## config.mk

```make
export PLATFORM = sky130hd
export DESIGN_NAME = preprocessor_directive_scanner_core
export DESIGN_NICKNAME = d
export VERILOG_FILES = /design/src/hw/rtl/pds_pkg.sv /design/src/hw/rtl/pds_fifo.sv /design/src/hw/rtl/pds_front.sv /design/src/hw/rtl/pds_back.sv /design/src/hw/rtl/preprocessor_directive_scanner_core.sv
export SDC_FILE = /design/constraint.sdc
export NUM_CORES = 1
export LEC_CHECK = 0
export BUFFER_PORTS_ARGS = -buffer_cell sky130_fd_sc_hd__buf_2
export CAP_MARGIN = 15
export CORE_UTILIZATION = 61
export CTS_CLUSTER_DIAMETER = 200
export DETAILED_ROUTE_END_ITERATION = 10
export PLACE_DENSITY = 0.79
export SLEW_MARGIN = 10
export SYNTH_ARGS = -nofsm -noshare
export SYNTH_HDL_FRONTEND = slang
export SYNTH_SLANG_ARGS = --single-unit
```

## constraint.sdc

```tcl
create_clock -name clk -period 12.9 [get_ports clk]
set_input_delay 0.645 -clock clk [delete_from_list [all_inputs] [get_ports clk]]
set_output_delay 0.645 -clock clk [all_outputs]
set_load 0.005 [all_outputs]
```

## src/hw/rtl/pds_pkg.sv

```systemverilog
// ----------------------------------------------------------------------------
// Directive scanner package
// Word types, byte classes, directive kinds and the keyword classifier.
// ----------------------------------------------------------------------------
package pds_pkg;

	localparam int KEY_MAX = 8;
	localparam int LEN_W   = 16;

	typedef struct packed {
		logic [7:0] data_byte;
		logic       start_of_token;
		logic       at_end;
	} in_word_t;

	typedef struct packed {
		logic [1:0]       directive_kind;
		logic [LEN_W-1:0] token_length;
		logic             byte_taken;
	} out_word_t;

	typedef enum logic [2:0] {
		CLS_LF,
		CLS_CR,
		CLS_BLANK,
		CLS_LETTER,
		CLS_OTHER
	} byte_cls_t;

	// Word handed from the front to the back through the queue.
	typedef struct packed {
		logic [7:0] data_byte;
		byte_cls_t  cls;
		logic       start_of_token;
		logic       at_end;
	} item_t;

	localparam logic [1:0] KIND_OTHER = 2'd0;
	localparam logic [1:0] KIND_IF    = 2'd1;
	localparam logic [1:0] KIND_ELSE  = 2'd2;
	localparam logic [1:0] KIND_ENDIF = 2'd3;

	localparam logic [7:0] CH_LF  = 8'h0A;
	localparam logic [7:0] CH_CR  = 8'h0D;
	localparam logic [7:0] CH_SP  = 8'h20;
	localparam logic [7:0] CH_TAB = 8'h09;

	function automatic byte_cls_t classify_byte(logic [7:0] c);
		byte_cls_t cls;
		if (c == CH_LF)
			cls = CLS_LF;
		else if (c == CH_CR)
			cls = CLS_CR;
		else if (c == CH_SP || c == CH_TAB)
			cls = CLS_BLANK;
		else if ((c >= 8'h41 && c <= 8'h5A) || (c >= 8'h61 && c <= 8'h7A))
			cls = CLS_LETTER;
		else
			cls = CLS_OTHER;
		return cls;
	endfunction

	// Letters are shifted in at the low end, so the last count bytes read like
	// a string literal with the first letter at the top.
	function automatic logic [1:0] classify_keyword(logic [8*KEY_MAX-1:0] letters,
			logic [3:0] count);
		logic [1:0] kind;
		kind = KIND_OTHER;
		case (count)
			4'd2: begin
				if (letters[15:0] == "if")
					kind = KIND_IF;
			end
			4'd4: begin
				if (letters[31:0] == "elif" || letters[31:0] == "else")
					kind = KIND_ELSE;
			end
			4'd5: begin
				if (letters[39:0] == "ifdef")
					kind = KIND_IF;
				else if (letters[39:0] == "endif")
					kind = KIND_ENDIF;
			end
			4'd6: begin
				if (letters[47:0] == "ifndef")
					kind = KIND_IF;
			end
			4'd7: begin
				if (letters[55:0] == "elifdef")
					kind = KIND_ELSE;
			end
			4'd8: begin
				if (letters[63:0] == "elifndef")
					kind = KIND_ELSE;
			end
			default: kind = KIND_OTHER;
		endcase
		return kind;
	endfunction

endpackage

```

## src/hw/rtl/pds_fifo.sv

```systemverilog
// ----------------------------------------------------------------------------
// Directive scanner queue
// Small register queue with a count; head word is shown while not empty.
// ----------------------------------------------------------------------------
module pds_fifo #(
	parameter int WIDTH = 8,
	parameter int DEPTH = 4
) (
	input  logic             clk,
	input  logic             arst_n,
	input  logic             push,
	input  logic [WIDTH-1:0] wdata,
	output logic             full,
	input  logic             pop,
	output logic [WIDTH-1:0] rdata,
	output logic             empty
);
	localparam int PTR_W = (DEPTH > 1) ? $clog2(DEPTH) : 1;
	localparam int CNT_W = $clog2(DEPTH + 1);

	logic [WIDTH-1:0] mem_q [DEPTH];
	logic [PTR_W-1:0] wr_ptr_q;
	logic [PTR_W-1:0] rd_ptr_q;
	logic [CNT_W-1:0] count_q;
	logic             do_push;
	logic             do_pop;

	assign full    = (count_q == CNT_W'(DEPTH));
	assign empty   = (count_q == '0);
	assign do_push = push && !full;
	assign do_pop  = pop && !empty;
	assign rdata   = mem_q[rd_ptr_q];

	always_ff @(posedge clk) begin
		if (do_push)
			mem_q[wr_ptr_q] <= wdata;
	end

	always_ff @(posedge clk or negedge arst_n) begin
		if (!arst_n) begin
			wr_ptr_q <= '0;
			rd_ptr_q <= '0;
			count_q  <= '0;
		end else begin
			if (do_push)
				wr_ptr_q <= (wr_ptr_q == PTR_W'(DEPTH - 1)) ? '0 : wr_ptr_q + 1'b1;
			if (do_pop)
				rd_ptr_q <= (rd_ptr_q == PTR_W'(DEPTH - 1)) ? '0 : rd_ptr_q + 1'b1;
			if (do_push && !do_pop)
				count_q <= count_q + 1'b1;
			else if (do_pop && !do_push)
				count_q <= count_q - 1'b1;
		end
	end

endmodule

```

## src/hw/rtl/pds_front.sv

```systemverilog
// ----------------------------------------------------------------------------
// Directive scanner front end
// Accepts input words, classifies each byte and queues it for the back end.
// ----------------------------------------------------------------------------
module pds_front (
	input  logic              clk,
	input  logic              arst_n,
	input  logic              push,
	input  pds_pkg::in_word_t item,
	output logic              full,
	input  logic              take,
	output pds_pkg::item_t    head,
	output logic              head_empty
);
	import pds_pkg::*;

	localparam int QUEUE_DEPTH = 4;

	item_t                cls_item;
	logic [$bits(item_t)-1:0] head_bits;

	always_comb begin
		cls_item.data_byte      = item.data_byte;
		cls_item.cls            = classify_byte(item.data_byte);
		cls_item.start_of_token = item.start_of_token;
		cls_item.at_end         = item.at_end;
	end

	pds_fifo #(
		.WIDTH($bits(item_t)),
		.DEPTH(QUEUE_DEPTH)
	) u_queue (
		.clk   (clk),
		.arst_n(arst_n),
		.push  (push),
		.wdata (cls_item),
		.full  (full),
		.pop   (take),
		.rdata (head_bits),
		.empty (head_empty)
	);

	assign head = item_t'(head_bits);

endmodule

```

## src/hw/rtl/pds_back.sv

```systemverilog
// ----------------------------------------------------------------------------
// Directive scanner back end
// Runs the scan state machine on classified bytes and queues the results.
// ----------------------------------------------------------------------------
module pds_back #(
	parameter int LENGTH_BITS = 16
) (
	input  logic               clk,
	input  logic               arst_n,
	input  pds_pkg::item_t     head,
	input  logic               head_empty,
	output logic               take,
	output logic               empty,
	input  logic               pop,
	output pds_pkg::out_word_t result
);
	import pds_pkg::*;

	localparam int RES_DEPTH = 2;

	localparam logic [2:0] PH_IDLE     = 3'd0;
	localparam logic [2:0] PH_BLANKS   = 3'd1;
	localparam logic [2:0] PH_KEYWORD  = 3'd2;
	localparam logic [2:0] PH_REST     = 3'd3;
	localparam logic [2:0] PH_AFTER_CR = 3'd4;

	logic [2:0]             phase_q;
	logic [2:0]             phase_d;
	logic [8*KEY_MAX-1:0]   letters_q;
	logic [3:0]             kcount_q;
	logic [3:0]             kcount_d;
	logic                   shift_letter;
	logic [LENGTH_BITS-1:0] bcount_q;
	logic [LENGTH_BITS-1:0] bcount_d;
	logic [LENGTH_BITS-1:0] bcount_inc;
	logic                   emit;
	logic                   taken;
	logic                   emit_inc;
	logic [LENGTH_BITS-1:0] emit_count;
	logic [LENGTH_BITS+LEN_W-1:0] emit_ext;
	out_word_t              res_word;
	logic                   res_full;
	logic [$bits(out_word_t)-1:0] res_bits;

	assign take       = !head_empty && !res_full;
	assign bcount_inc = (bcount_q == '1) ? bcount_q : bcount_q + 1'b1;

	always_comb begin
		phase_d      = phase_q;
		kcount_d     = kcount_q;
		bcount_d     = bcount_q;
		shift_letter = 1'b0;
		emit         = 1'b0;
		taken        = 1'b0;
		emit_inc     = 1'b0;
		unique case (phase_q) inside
			PH_IDLE: begin
				if (head.start_of_token && !head.at_end) begin
					phase_d  = PH_BLANKS;
					kcount_d = '0;
					bcount_d = LENGTH_BITS'(1);
				end
			end
			PH_AFTER_CR: begin
				emit    = 1'b1;
				phase_d = PH_IDLE;
				if (head.at_end) begin
					taken = 1'b0;
				end else if (head.cls == CLS_LF) begin
					taken    = 1'b1;
					emit_inc = 1'b1;
					bcount_d = bcount_inc;
				end else if (head.start_of_token) begin
					// The byte after a lone CR may open the next directive.
					phase_d  = PH_BLANKS;
					kcount_d = '0;
					bcount_d = LENGTH_BITS'(1);
				end
			end
			PH_BLANKS, PH_KEYWORD, PH_REST: begin
				if (head.at_end) begin
					emit    = 1'b1;
					phase_d = PH_IDLE;
				end else begin
					bcount_d = bcount_inc;
					if (head.cls == CLS_LF) begin
						emit     = 1'b1;
						taken    = 1'b1;
						emit_inc = 1'b1;
						phase_d  = PH_IDLE;
					end else if (head.cls == CLS_CR) begin
						phase_d = PH_AFTER_CR;
					end else if (phase_q == PH_BLANKS) begin
						if (head.cls == CLS_LETTER) begin
							shift_letter = 1'b1;
							kcount_d     = 4'd1;
							phase_d      = PH_KEYWORD;
						end else if (head.cls != CLS_BLANK) begin
							phase_d = PH_REST;
						end
					end else if (phase_q == PH_KEYWORD) begin
						if (head.cls == CLS_LETTER && kcount_q < 4'(KEY_MAX)) begin
							shift_letter = 1'b1;
							kcount_d     = kcount_q + 1'b1;
						end else begin
							phase_d = PH_REST;
						end
					end
				end
			end
			default: phase_d = PH_IDLE;
		endcase
	end

	// The reported length saturates at the width of the length field.
	assign emit_count = emit_inc ? bcount_inc : bcount_q;
	assign emit_ext   = {{LEN_W{1'b0}}, emit_count};

	always_comb begin
		res_word.directive_kind = classify_keyword(letters_q, kcount_q);
		res_word.token_length   = (|emit_ext[LENGTH_BITS+LEN_W-1:LEN_W]) ?
			{LEN_W{1'b1}} : emit_ext[LEN_W-1:0];
		res_word.byte_taken     = taken;
	end

	always_ff @(posedge clk) begin
		if (take && shift_letter)
			letters_q <= {letters_q[8*KEY_MAX-9:0], head.data_byte};
	end

	always_ff @(posedge clk or negedge arst_n) begin
		if (!arst_n) begin
			phase_q  <= PH_IDLE;
			kcount_q <= '0;
			bcount_q <= '0;
		end else if (take) begin
			phase_q  <= phase_d;
			kcount_q <= kcount_d;
			bcount_q <= bcount_d;
		end
	end

	pds_fifo #(
		.WIDTH($bits(out_word_t)),
		.DEPTH(RES_DEPTH)
	) u_results (
		.clk   (clk),
		.arst_n(arst_n),
		.push  (take && emit),
		.wdata (res_word),
		.full  (res_full),
		.pop   (pop),
		.rdata (res_bits),
		.empty (empty)
	);

	assign result = out_word_t'(res_bits);

endmodule

```

## src/hw/rtl/preprocessor_directive_scanner_core.sv

```systemverilog
// ----------------------------------------------------------------------------
// Preprocessor directive scanner
// Scans a directive line from its start-marked byte; reports kind and length.
// ----------------------------------------------------------------------------
// One byte word is accepted per clock cycle while the classified queue has
// room. A pushed word enters a four-entry classified queue; the scan state
// machine takes one word from it each cycle while the result queue has room
// and writes at most one result word into a two-entry result queue. A result
// is registered there as the ending byte leaves the classified queue. The scan
// state update (phase, keyword letters, saturating byte count) sets the rate.
module preprocessor_directive_scanner_core #(
	parameter int LENGTH_BITS = 16
) (
	input  logic               clk,
	input  logic               arst_n,
	input  logic               push,
	output logic               full,
	input  pds_pkg::in_word_t  item,
	output logic               empty,
	input  logic               pop,
	output pds_pkg::out_word_t result
);
	import pds_pkg::*;

	item_t head;
	logic  head_empty;
	logic  take;

	pds_front u_front (
		.clk       (clk),
		.arst_n    (arst_n),
		.push      (push),
		.item      (item),
		.full      (full),
		.take      (take),
		.head      (head),
		.head_empty(head_empty)
	);

	pds_back #(
		.LENGTH_BITS(LENGTH_BITS)
	) u_back (
		.clk       (clk),
		.arst_n    (arst_n),
		.head      (head),
		.head_empty(head_empty),
		.take      (take),
		.empty     (empty),
		.pop       (pop),
		.result    (result)
	);

endmodule

```

Word level (Yosys, flattened, before mapping)
Memories as Yosys holds them, arrays and structs flattened.
Index checks and enable logic that the tools add are counted.
Widths: inputs -> output; s select.
- memory bits (read-only): 0
- memories: 2
- register bits: 98
- memory bits (writable): 90
- logic and storage cells: 180
- latch bits: 0
- multiplexer cells: 70
- reduce and logical (&&, ||, !) cells: 39
- multipliers: 0
- equal/unequal tests: 44
- shift operators: 0
- magnitude comparators: 5
- bitwise gates (word level): 0
- $add $sub $neg: 10
- div/mod/pow operators: 0
- memory list (memory ; words ; bits a word ; rd ports ; clocked after memory_dff ; wr ports ; line ; text):
    u_front.u_queue.mem_q ; 4 ; 13 ; 1 ; 0 ; 1 ; pds_fifo.sv:21 ; logic [WIDTH-1:0] mem_q [DEPTH];
    u_back.u_results.mem_q ; 2 ; 19 ; 1 ; 0 ; 1 ; pds_fifo.sv:21 ;
- operator list (operator ; count):
    $mux 16 ; 7
    $eq 40x39->1 const B ; 2
    $eq 32x31->1 const B ; 2
    $eq 64x63->1 const B ; 1
    $eq 56x55->1 const B ; 1
    $mux 3 ; 17
    $eq 48x47->1 const B ; 1
    $pmux 16 s3 ; 1
    $mux 4 ; 11
    $eq 8x4->1 const B ; 3
    $mux 1 ; 21
    $mux 2 ; 9
    $add 16x1->16 const B ; 1
    $eq 16x15->1 const B ; 1
    $eq 16x16->1 const B ; 1
    $eq 4x3->1 const B ; 4
    $ge 8x7->1 const B ; 2
    $le 8x7->1 const B ; 2
    $logic_and 1x1->1 ; 15
    $ne 2x2->1 const B ; 6
    $pmux 2 s6 ; 1
    $pmux 4 s3 ; 1
    $reduce_and 12->1 ; 1
    $eq 3x2->1 const B ; 3
    32 further kinds ; 54

Logic depth before layout (Yosys ltp)
Gate-level depths: netlist of the first run.
An unclocked memory read counts as a cell.
- depth after elaboration: 11
- gate-level depth with buffers: 10
- depth with buffers taken out: 8

Cells and area by module
From an unflattened synthesis of the first run, not the netlist that was laid out.
- cells, all modules: 537
- area, all modules: 8155.3 sq um
- modules (own cells, without submodules) (module ; area each (sq um) ; cells an instance ; seq. area each (sq um) ; times used):
    pds_back ; 4142.7 ; 336 ; 2497.4 ; 1
    pds_fifo at u_front.u_queue ; 2318.5 ; 105 ; 1736.7 ; 1
    pds_fifo at u_back.u_results ; 1566.5 ; 78 ; 1241.2 ; 1
    pds_front ; 127.6 ; 18 ; 0.0 ; 1

Least setup slack after synthesis of the first run
No wires, ideal clock.
- kind: flip-flop to flip-flop
- start point: register u_front.u_queue.rd_ptr_q[0]
- end point: register u_back.letters_q[0] (enable)
- cell stages (with the launch flop): 6
- slack: 7.986 ns
- data arrival time: 4.427 ns
- period minus slack after synthesis: 4.914 ns
- path through: dfrtp_1 > buf_6 > mux4_2 > nand3b_1 > or4_1 > nor2_1
- cells in the longest elaborated chain, start to end: 11
- elaborated cells on any way between the ends: 14
- ends and longest elaborated chain (what ; line ; text):
    start: declaration ; pds_fifo.sv:23 ; logic [PTR_W-1:0] rd_ptr_q;
    start signal: assignment ; pds_fifo.sv:48 ; rd_ptr_q <= (rd_ptr_q == PTR_W'(DEPTH - 1)) ? '0 : rd_ptr_q + 1'b1;
    $mem_v2 4x13 (*) ; - ;
    $eq 3x2->1 ; pds_back.sv:94, pds_back.sv:102 ;
    $logic_and 1x1->1 ; pds_back.sv:102 ; if (head.cls == CLS_LETTER && kcount_q < 4'(KEY_MAX)) begin
    $mux 1 ; pds_back.sv:102 ;
    $mux 1 ; pds_back.sv:101 ; end else if (phase_q == PH_KEYWORD) begin
    $mux 1 ; pds_back.sv:93 ; end else if (phase_q == PH_BLANKS) begin
    $mux 1 ; pds_back.sv:91 ; end else if (head.cls == CLS_CR) begin
    $mux 1 ; pds_back.sv:86 ; if (head.cls == CLS_LF) begin
    $mux 1 (*) ; pds_back.sv:81 ; if (head.at_end) begin
    $mux 1 (*) ; pds_back.sv:56 ; unique case (phase_q) inside
    $logic_and 1x1->1 (*) ; pds_back.sv:127 ; if (take && shift_letter)
    end signal: assignment ; pds_back.sv:128 ; letters_q <= {letters_q[8*KEY_MAX-9:0], head.data_byte};
    end: declaration ; pds_back.sv:29 ; logic [8*KEY_MAX-1:0] letters_q;
Mark *: on every way between the ends. The rest lies on a longest branch, timed or not.
A chain may end at the register's enable or synchronous reset.

Worst setup path after layout of the first run
- start point: register u_front.u_queue.rd_ptr_q[0]
- end point: memory u_back.u_results.mem_q[1][6] in the netlist's numbering (enable)
- cells in the longest elaborated chain, start to end: 9
- ends and longest elaborated chain (what ; line ; text):
    $mem_v2 4x13 (*) ; - ;
    $logic_not 3->1 ; pds_back.sv:86 ;
    $mux 1 ; pds_back.sv:86 ;
    $mux 1 (*) ; pds_back.sv:81 ;
    $pmux 1 s2 (*) ; pds_back.sv:56 ;
    $logic_and 1x1->1 (*) ; pds_back.sv:149 ; .push (take && emit),
    $logic_and 1x1->1 (*) ; pds_fifo.sv:30 ; assign do_push = push && !full;
    via u_back.u_results.do_push ; pds_fifo.sv:25 ; logic do_push;
    $mux 1 (*) ; pds_fifo.sv:35 ; if (do_push)
    $mux 1 (implied by the code) (*) ; pds_fifo.sv:36 ; mem_q[wr_ptr_q] <= wdata;
    end: declaration ; pds_fifo.sv:21 ;
The timed path passes the listed nets; every way through them passes the cells marked *.

==> flow_metrics.py, run 1 <==
metrics = {
    "cells_and_area": {
        "nets": 612,
        "area_growth_pct": 10.87,
        "multi_input_area_mm2": 0.002464,
        "drive_gt1_share_pct": 18.43,
        "diodes": 0,
        "register_area_mm2": 0.005475,
        "nFillCells": 815,
        "fin_cells": 769,
    },
    "yosys": {
        "synthCells": 548,
        "synth-seq-area-share_pct": 67.73,
        "synth_cell_types": 66,
        "synth_seq_cells": 188,
        "async_flop_share_pct": 18.09,
        "synth.avg_cell_area_um2": 14.75,
        "syn-num-nets": 575,
        "synth_edf_count": 154,
        "yosys_warnings": 0,
        "syn-cell-area_mm2": 0.008084,
        "synth_flop_cell": "edfxtp_1",
    },
    "sta": {
        "fin_crit_sh_pct": 27.41,
        "max_slew_margin_pct": 34.92,
        "finalClockSkew_ns": 0.007771,
        "rsz0062_at_grt": "no",
        "hold_viol_final": 0,
        "period_needed_ns": 3.536,
        "setup_tns_ns": 0,
        "max_freq_mhz": 282.8,
        "setup_viol": 0,
        "slew_viol_final": 0,
        "worst_pin_slew_ns": 0.9697,
    },
    "clock_network": {
        "postCtsSetupRepairBufs": 0,
        "insertion_delay_ns": 0.42,
        "cts_buffers": 17,
        "htreeDepth": 4,
        "cts_resized": 0,
        "cts_buffer_depth": 2,
        "cts_tree": "done",
        "postCtsHoldBufs": 0,
        "clkTransAtPathRegs_ns": 0.07,
        "cts-root-buf": "clkbuf_16",
        "clock-sinks": 188,
    },
    "global_route": {
        "grt_pass1_vias": 4673,
        "grt_max_degree": 66,
        "gr-total-overflow": 0,
        "grt_first_pass_wirelength_mm": 22.37,
        "antenna_found_initial": 0,
        "grt_util_all_layers_pct": 22.28,
    },
    "status": {
        "status": "finished, final reports clean",
    },
    "worst_setup_path": {
        "crit_fanout": 19,
        "r2r_end": "u_back.u_results.mem_q[1][6]",
        "reg2regPathDepth": 5,
        "ff2ff_setup_slack_ns": 9.36,
        "critPathCaptureType": "register",
        "worstSetupPathType": "reg -> reg",
        "arrival_ns": 3.58,
        "crit_required_ns": 12.95,
        "r2r_start": "u_front.u_queue.rd_ptr_q[0]",
        "startpoint_type": "register",
    },
    "detailed_routing": {
        "drc_errors": 0,
        "wirelength_mm": 13.86,
        "drtAntennaViolNets": 0,
        "wire_per_inst_um": 18.02,
        "first_pass_iters": 5,
        "viasPerCell": 6.094,
        "dr_total_vias": 4686,
        "dr.first_iter.drc_count": 384,
    },
    "power_and_ir_drop": {
        "cellLeakagePower_nw": 3.104,
        "ir_drop_v": 0.0001295,
        "power.density_mw_per_mm2": 213.8,
    },
    "floorplan": {
        "die-area_mm2": 0.01372,
        "start_util_pct": 63.29,
        "coreArea_mm2": 0.01277,
        "die_w_um": 117.1,
        "num_rows": 41,
        "pin_count": 35,
        "die_h_um": 117.1,
    },
    "flow_run": {
        "drv_cap": 0,
    },
    "placed_design": {
        "io_buffers": 34,
        "placedCellCount": 738,
        "finalWeightedCongestion": 0.9590,
        "hpwl_mm": 9.068,
    },
    "min_path": {
        "min_path_type": "in -> async",
    },
}
-- sequential cells by signal (all words and copies together), names as in the netlist --
register and count:
u_front.u_queue.wr_ptr_q 2, u_front.u_queue.rd_ptr_q 2, u_back.phase_q 3, u_back.kcount_q 4, u_front.u_queue.count_q 3, u_back.u_results.count_q 2
u_back.u_results.mem_q 38, u_front.u_queue.mem_q 52, u_back.u_results.wr_ptr_q 1, u_back.bcount_q 16, u_back.letters_q 64, u_back.u_results.rd_ptr_q 1
-- synthesized netlist by cell type, drive strengths merged (4+ instances only) --
cell    instances  area (um2)
and2            6       37.54
o21ai          20       100.1
xor2            8       70.07
a31oi           5       31.28
clkbuf         14       52.55
nand3          15       75.07
nor3           13       65.06
mux2           23       259.0
buf             4       32.53
xnor2          12       105.1
nor2b           6       37.54
nand4          12       75.07
nand2          30       112.6
mux4           13       292.8
nor4            4       25.02
edfxtp        154        4624
and3            6       37.54
ha             12       150.1
dfrtp          34       850.8
or2             4       25.03
nor2           30       112.6
or3             7       43.79
nor4bb          7       70.07
nand3b          4       30.03
nor3b           7       52.55
inv            18       67.56
a21oi          22       110.1
and4            4       35.03
-- per-stage QoR --
step | setup slack, ns | hold slack (ns) | power, mW | area, um2 | utilization [%]
floorplan | 7.986 | 0.3494 | 1.282 | 8084 | -
global placement | 9.437 | 0.4217 | 1.406 | 8407 | 65.81
detailed placement | 9.351 | 0.4258 | 1.433 | 8407 | 65.81
CTS | 9.345 | 0.3339 | 1.928 | 8962 | 70.16
global route | 9.073 | 0.3719 | 2.019 | 8962 | 70.16
finish | 9.364 | 0.3124 | 1.916 | 8962 | 70.16
-- layer usage --
layer	track usage [%]	share of wire, %	wire length [um]
met1	27.36	42	5854
met2	37.99	51	7065
met3	5.561	5.0	690
met5	0	0	0
met4	9.367	1.8	250
-- cell usage in the layout, fill, tap and decap left out, types with 5 or more instances in the layout --
cell	count
nand4_1	12
nor3b_1	7
nor4bb_1	7
ha_1	12
edfxtp_1	154
o21ai_0	16
xor2_1	8
and3_1	6
clkbuf_16	17
mux2_2	22
mux4_2	13
nand2_1	30
a21oi_1	22
xnor2_1	12
a31oi_1	5
and2_1	6
inv_1	17
nor2_1	29
buf_2	34
nor3_1	13
dfrtp_1	34
nor2b_1	6
or3_1	7
nand3_1	15
-- layout make-up --
class / count / area share [%]
clock buffer: 18 / 4.788
clock inverter: 13 / 1.410
inverter: 18 / 0.7539
multi-input combinational: 324 / 27.49
sequential: 188 / 61.09
tap: 172 / 2.401
timing repair buffer: 36 / 2.066
-- report_power, final --
| part | internal [mW] | leakage, nW | switching [mW] |
|---|---|---|---|
| Sequential | 0.801 | 1.85 | 0.0930 |
| Combinational | 0.238 | 0.984 | 0.293 |
| Clock | 0.282 | 0.266 | 0.209 |
-- worst max-delay path by stage --
| stage | from | endpoint | slack [ns] | cells after the start |
|---|---|---|---|---|
| 2_1_floorplan | u_front.u_queue.rd_ptr_q[0] | u_back.letters_q[0] | 7.99 | 5 |
| 5_1_grt | u_front.u_queue.rd_ptr_q[0] | u_back.u_results.mem_q[1][7] | 9.07 | 5 |
| 4_1_cts | u_front.u_queue.rd_ptr_q[0] | u_back.u_results.mem_q[1][6] | 9.35 | 5 |
| 3_5_place_dp | u_front.u_queue.rd_ptr_q[0] | u_back.u_results.mem_q[1][16] | 9.35 | 5 |
| 3_3_place_gp | u_front.u_queue.rd_ptr_q[0] | u_back.letters_q[52] | 9.44 | 5 |
| 6_report | u_front.u_queue.rd_ptr_q[0] | u_back.u_results.mem_q[1][6] | 9.36 | 5 |
-- logic make-up after synthesis --
family | synth area share, %
AOI/OAI and AO/OA | 6.779
xor gates and xnor gates | 2.167
adders and majority gates | 2.105
buffers and inverters | 1.888
DFF | 67.73
muxes | 7.197
and+or+nand+nor | 12.13
-- worst max-delay path: stages (launching register included) --
cell and delay, ns:
dfrtp_1 0.91, mux4_2 0.68, nor3_1 0.29, o21ai_0 0.14, a21oi_1 0.37, and2_1 0.75
(Power assumes the default switching activity.)
==> inputs of run 2 (changes only) <==
--- a/config.mk
+++ b/config.mk
@@ -5,12 +5,13 @@
 export SDC_FILE = /design/constraint.sdc
 export NUM_CORES = 1
 export LEC_CHECK = 0
+export ABC_AREA = 1
 export BUFFER_PORTS_ARGS = -buffer_cell sky130_fd_sc_hd__buf_2
 export CAP_MARGIN = 15
-export CORE_UTILIZATION = 61
+export CORE_UTILIZATION = 55
 export CTS_CLUSTER_DIAMETER = 200
 export DETAILED_ROUTE_END_ITERATION = 10
-export PLACE_DENSITY = 0.79
+export PLACE_DENSITY = 0.75
 export SLEW_MARGIN = 10
 export SYNTH_ARGS = -nofsm -noshare
 export SYNTH_HDL_FRONTEND = slang
==> constraint.sdc (replaced) <==
create_clock -name clk -period 3.15 [get_ports clk]
set_input_delay 0.1575 -clock clk [delete_from_list [all_inputs] [get_ports clk]]
set_output_delay 0.1575 -clock clk [all_outputs]
set_load 0.005 [all_outputs]
==> run 2 against run 1 <==
Net effect:
- the flow now finishes with violations (design-rule violations)
- critical endpoint is now u_back.letters_q[52]
- non-clock buffer count grew 17
- sequential share of layout area down 3.1 points
- design area increased by 5.4%
- utilization decreased by 5.9 points
- first-iteration DRC count up 26%
==> flow_metrics.py, run 2 <==
metrics = {
    "global_route": {
        "grt_max_degree": 65,
        "antenna_found_initial": 0,
        "grt_pass1_vias": 5409,
        "grt_util_all_layers_pct": 20.30,
        "grt_first_pass_wirelength_mm": 25.10,
        "gr-total-overflow": 0,
    },
    "worst_setup_path": {
        "critical_path_depth": 9,
        "crit_top_cell": "nand2_1",
        "path_cells": "inv_8, nand2_1, nand3_1, nand2_1, nand2_1, a21oi_1, nand2_1, a21oi_4, buf_12",
        "r2r_end": "u_back.letters_q[52]",
        "critPathCaptureType": "register",
        "path_buf_inv": 2,
        "max_stage_delay_ns": 0.81,
        "r2r_start": "u_front.u_queue.rd_ptr_q[0]",
        "ff2ff_setup_slack_ns": 0.47,
        "worstSetupPathType": "reg -> reg",
        "crit_fanout": 64,
        "crit_family": "flip-flops",
        "startpoint_type": "register",
        "crit_required_ns": 3.24,
        "arrival_ns": 2.77,
        "critPathSlowestCell": "dfrtp_1",
        "reg2regPathDepth": 9,
    },
    "sta": {
        "fin_crit_sh_pct": 85.11,
        "worst_pin_slew_ns": 0.9905,
        "slew_viol_final": 0,
        "period_needed_ns": 2.681,
        "max_slew_margin_pct": 33.13,
        "finalClockSkew_ns": 0.009533,
        "rsz0062_at_grt": "no",
        "setup_tns_ns": 0,
        "max_freq_mhz": 373.0,
        "fin_ws_ns": 0.4690,
        "hold_viol_final": 0,
        "hold_ws_ns": 0.02458,
        "setup_viol": 0,
    },
    "detailed_routing": {
        "drc_errors": 1,
        "first_pass_iters": 8,
        "viasPerCell": 5.334,
        "highest_layer": "met4",
        "routed-wl-met2_mm": 7.191,
        "wirelength_mm": 14.79,
        "drtAntennaViolNets": 0,
        "dr_total_vias": 5670,
        "wire_per_inst_um": 13.91,
        "dr.first_iter.drc_count": 485,
        "wl_met3_um": 688,
        "wl_met1_mm": 6.764,
    },
    "placed_design": {
        "finalWeightedCongestion": 0.9179,
        "io_buffers": 34,
        "placedCellCount": 1023,
        "hpwl_mm": 9.582,
        "post-place-ws_ns": 0.4810,
    },
    "flow_run": {
        "drv_cap": 0,
    },
    "clock_network": {
        "cts_tree": "done",
        "insertion_delay_ns": 0.42,
        "cts_buffer_depth": 2,
        "clock-sinks": 188,
        "cts_buffers": 17,
        "clkTransAtPathRegs_ns": 0.07,
        "htreeDepth": 4,
        "cts-root-buf": "clkbuf_16",
    },
    "power_and_ir_drop": {
        "p_clk_share_pct": 26.0,
        "seqPwrFrac_pct": 42.9,
        "combPwrFrac_pct": 31.1,
        "cellLeakagePower_nw": 3.857,
        "p_int_mw": 5.298,
        "switching_share_pct": 34.34,
        "power.switching_mw": 2.771,
        "power.density_mw_per_mm2": 854.2,
        "ir_drop_v": 0.0005420,
    },
    "status": {
        "status": "finished, violations left",
        "violations": "design-rule violations",
    },
    "cells_and_area": {
        "layout_common_cells": "240 x nand2_1, 154 x edfxtp_1, 92 x nor2_1",
        "nets": 893,
        "largest_reg_flops": 64,
        "nFillCells": 1148,
        "drive_gt1_share_pct": 9.329,
        "largest_registers": "u_back.letters_q (64), u_front.u_queue.mem_q (52), u_back.u_results.mem_q (38)",
        "final_common_cell": "nand2_1",
        "fin_util_pct": 64.27,
        "area_growth_pct": 12.59,
        "diodes": 0,
        "fin_cells": 1063,
        "largest-register": "u_back.letters_q",
    },
    "yosys": {
        "synth_flop_cell": "edfxtp_1",
        "synth-seq-area-share_pct": 65.25,
        "synth_mux_area_share_pct": 0.1342,
        "synthAdderAreaFrac_pct": 2.028,
        "synth_seq_cells": 188,
        "yosys.area_share.simple_pct": 21.56,
        "synthCells": 811,
        "synth_cell_types": 35,
        "yosys.area.top_type": "edfxtp_1",
        "yosys-top-cells-area": "edfxtp_1 55%, nand2_1 11%, dfrtp_1 10%",
        "synth_common_cells": "240 x nand2_1, 154 x edfxtp_1, 92 x nor2_1, 78 x inv_1, 46 x nand3_1",
        "syn-num-nets": 838,
        "synth_edf_count": 154,
        "synth_top_family_by_area": "simple AND/OR/NAND/NOR gates",
        "synth_top_area_share_pct": 55.11,
        "post-synth-top-count-cell": "nand2_1",
        "syn-cell-area_mm2": 0.008391,
        "yosys_warnings": 0,
        "synth.avg_cell_area_um2": 10.35,
        "async_flop_share_pct": 18.09,
        "synth_compound_area_share_pct": 4.324,
        "synth-xor-area-share_pct": 1.775,
    },
    "floorplan": {
        "pin_count": 35,
        "start_util_pct": 57.08,
        "die_w_um": 125.5,
        "num_rows": 44,
        "die_h_um": 125.5,
        "coreArea_mm2": 0.01470,
        "die-area_mm2": 0.01575,
    },
    "min_path": {
        "min_path_cells": 1,
        "min_path_type": "in -> reg",
        "worstHoldEndpoint": "u_front.u_queue.mem_q[1][9]",
        "hp-start": "item[6]",
    },
}
-- run 2: final cells by class --
| class | instances | area, um2 | area share [%] |
|---|---|---|---|
| tap | 184 | 230.2 | 2.437 |
| multi-input combinational | 526 | 2514 | 26.61 |
| clock inverter | 7 | 118.9 | 1.258 |
| sequential | 188 | 5475 | 57.96 |
| clock buffer | 25 | 455.4 | 4.821 |
| timing repair buffer | 53 | 345.3 | 3.656 |
| inverter | 80 | 307.8 | 3.258 |
-- run 2: worst max path at each step --
| stage | from | endpoint | slack [ns] |
|---|---|---|---|
| finish | u_front.u_queue.rd_ptr_q[0] | u_back.letters_q[52] | 0.47 |
| global route | u_front.u_queue.rd_ptr_q[0] | u_back.letters_q[55] | 0.26 |
| CTS | u_front.u_queue.rd_ptr_q[0] | u_back.letters_q[62] | 0.47 |
| detailed placement | u_front.u_queue.rd_ptr_q[0] | u_back.letters_q[62] | 0.48 |
| global placement | u_front.u_queue.rd_ptr_q[0] | u_back.letters_q[60] | 0.57 |
| floorplan | u_front.u_queue.rd_ptr_q[0] | u_back.letters_q[0] | 0.43 |
-- run 2: per-stage QoR --
stage / power, mW / area (um2)
2_1_floorplan: 5.316 / 8402
3_3_place_gp: 5.921 / 8792
3_5_place_dp: 5.996 / 8792
4_1_cts: 8.118 / 9447
5_1_grt: 8.593 / 9447
6_report: 8.069 / 9447
-- run 2: power groups by stage --
| stage | registers, mW | logic [mW] | clock network (mW) |
|---|---|---|---|
| global route | 3.51 | 2.84 | 2.24 |
| detailed placement | 3.51 | 2.48 | 0 |
| finish | 3.46 | 2.51 | 2.10 |
| global placement | 3.50 | 2.42 | 0 |
| CTS | 3.46 | 2.52 | 2.14 |
| floorplan | 3.44 | 1.87 | 0 |
-- run 2: timing repair --
action                    CTS  global route
hold endpoints to repair   62             0
resized for setup           0             0
setup buffers               0             0
hold buffers                8             0
-- run 2: kinds of logic after synthesis --
group	after synthesis
xor gates and xnor gates	17
AOI/OAI and AO/OA	66
and+or+nand+nor	429
muxes	1
adders and majority gates	13
DFF	188
buffers and inverters	97
-- run 2: routing by layer --
layer  vias to the layer above  global-route usage [%]
met5                         -                       0
met4                         0                   5.308
met3                        15                   4.750
met2                       148                   34.38
met1                      2666                   26.38
li1                       2841                       -
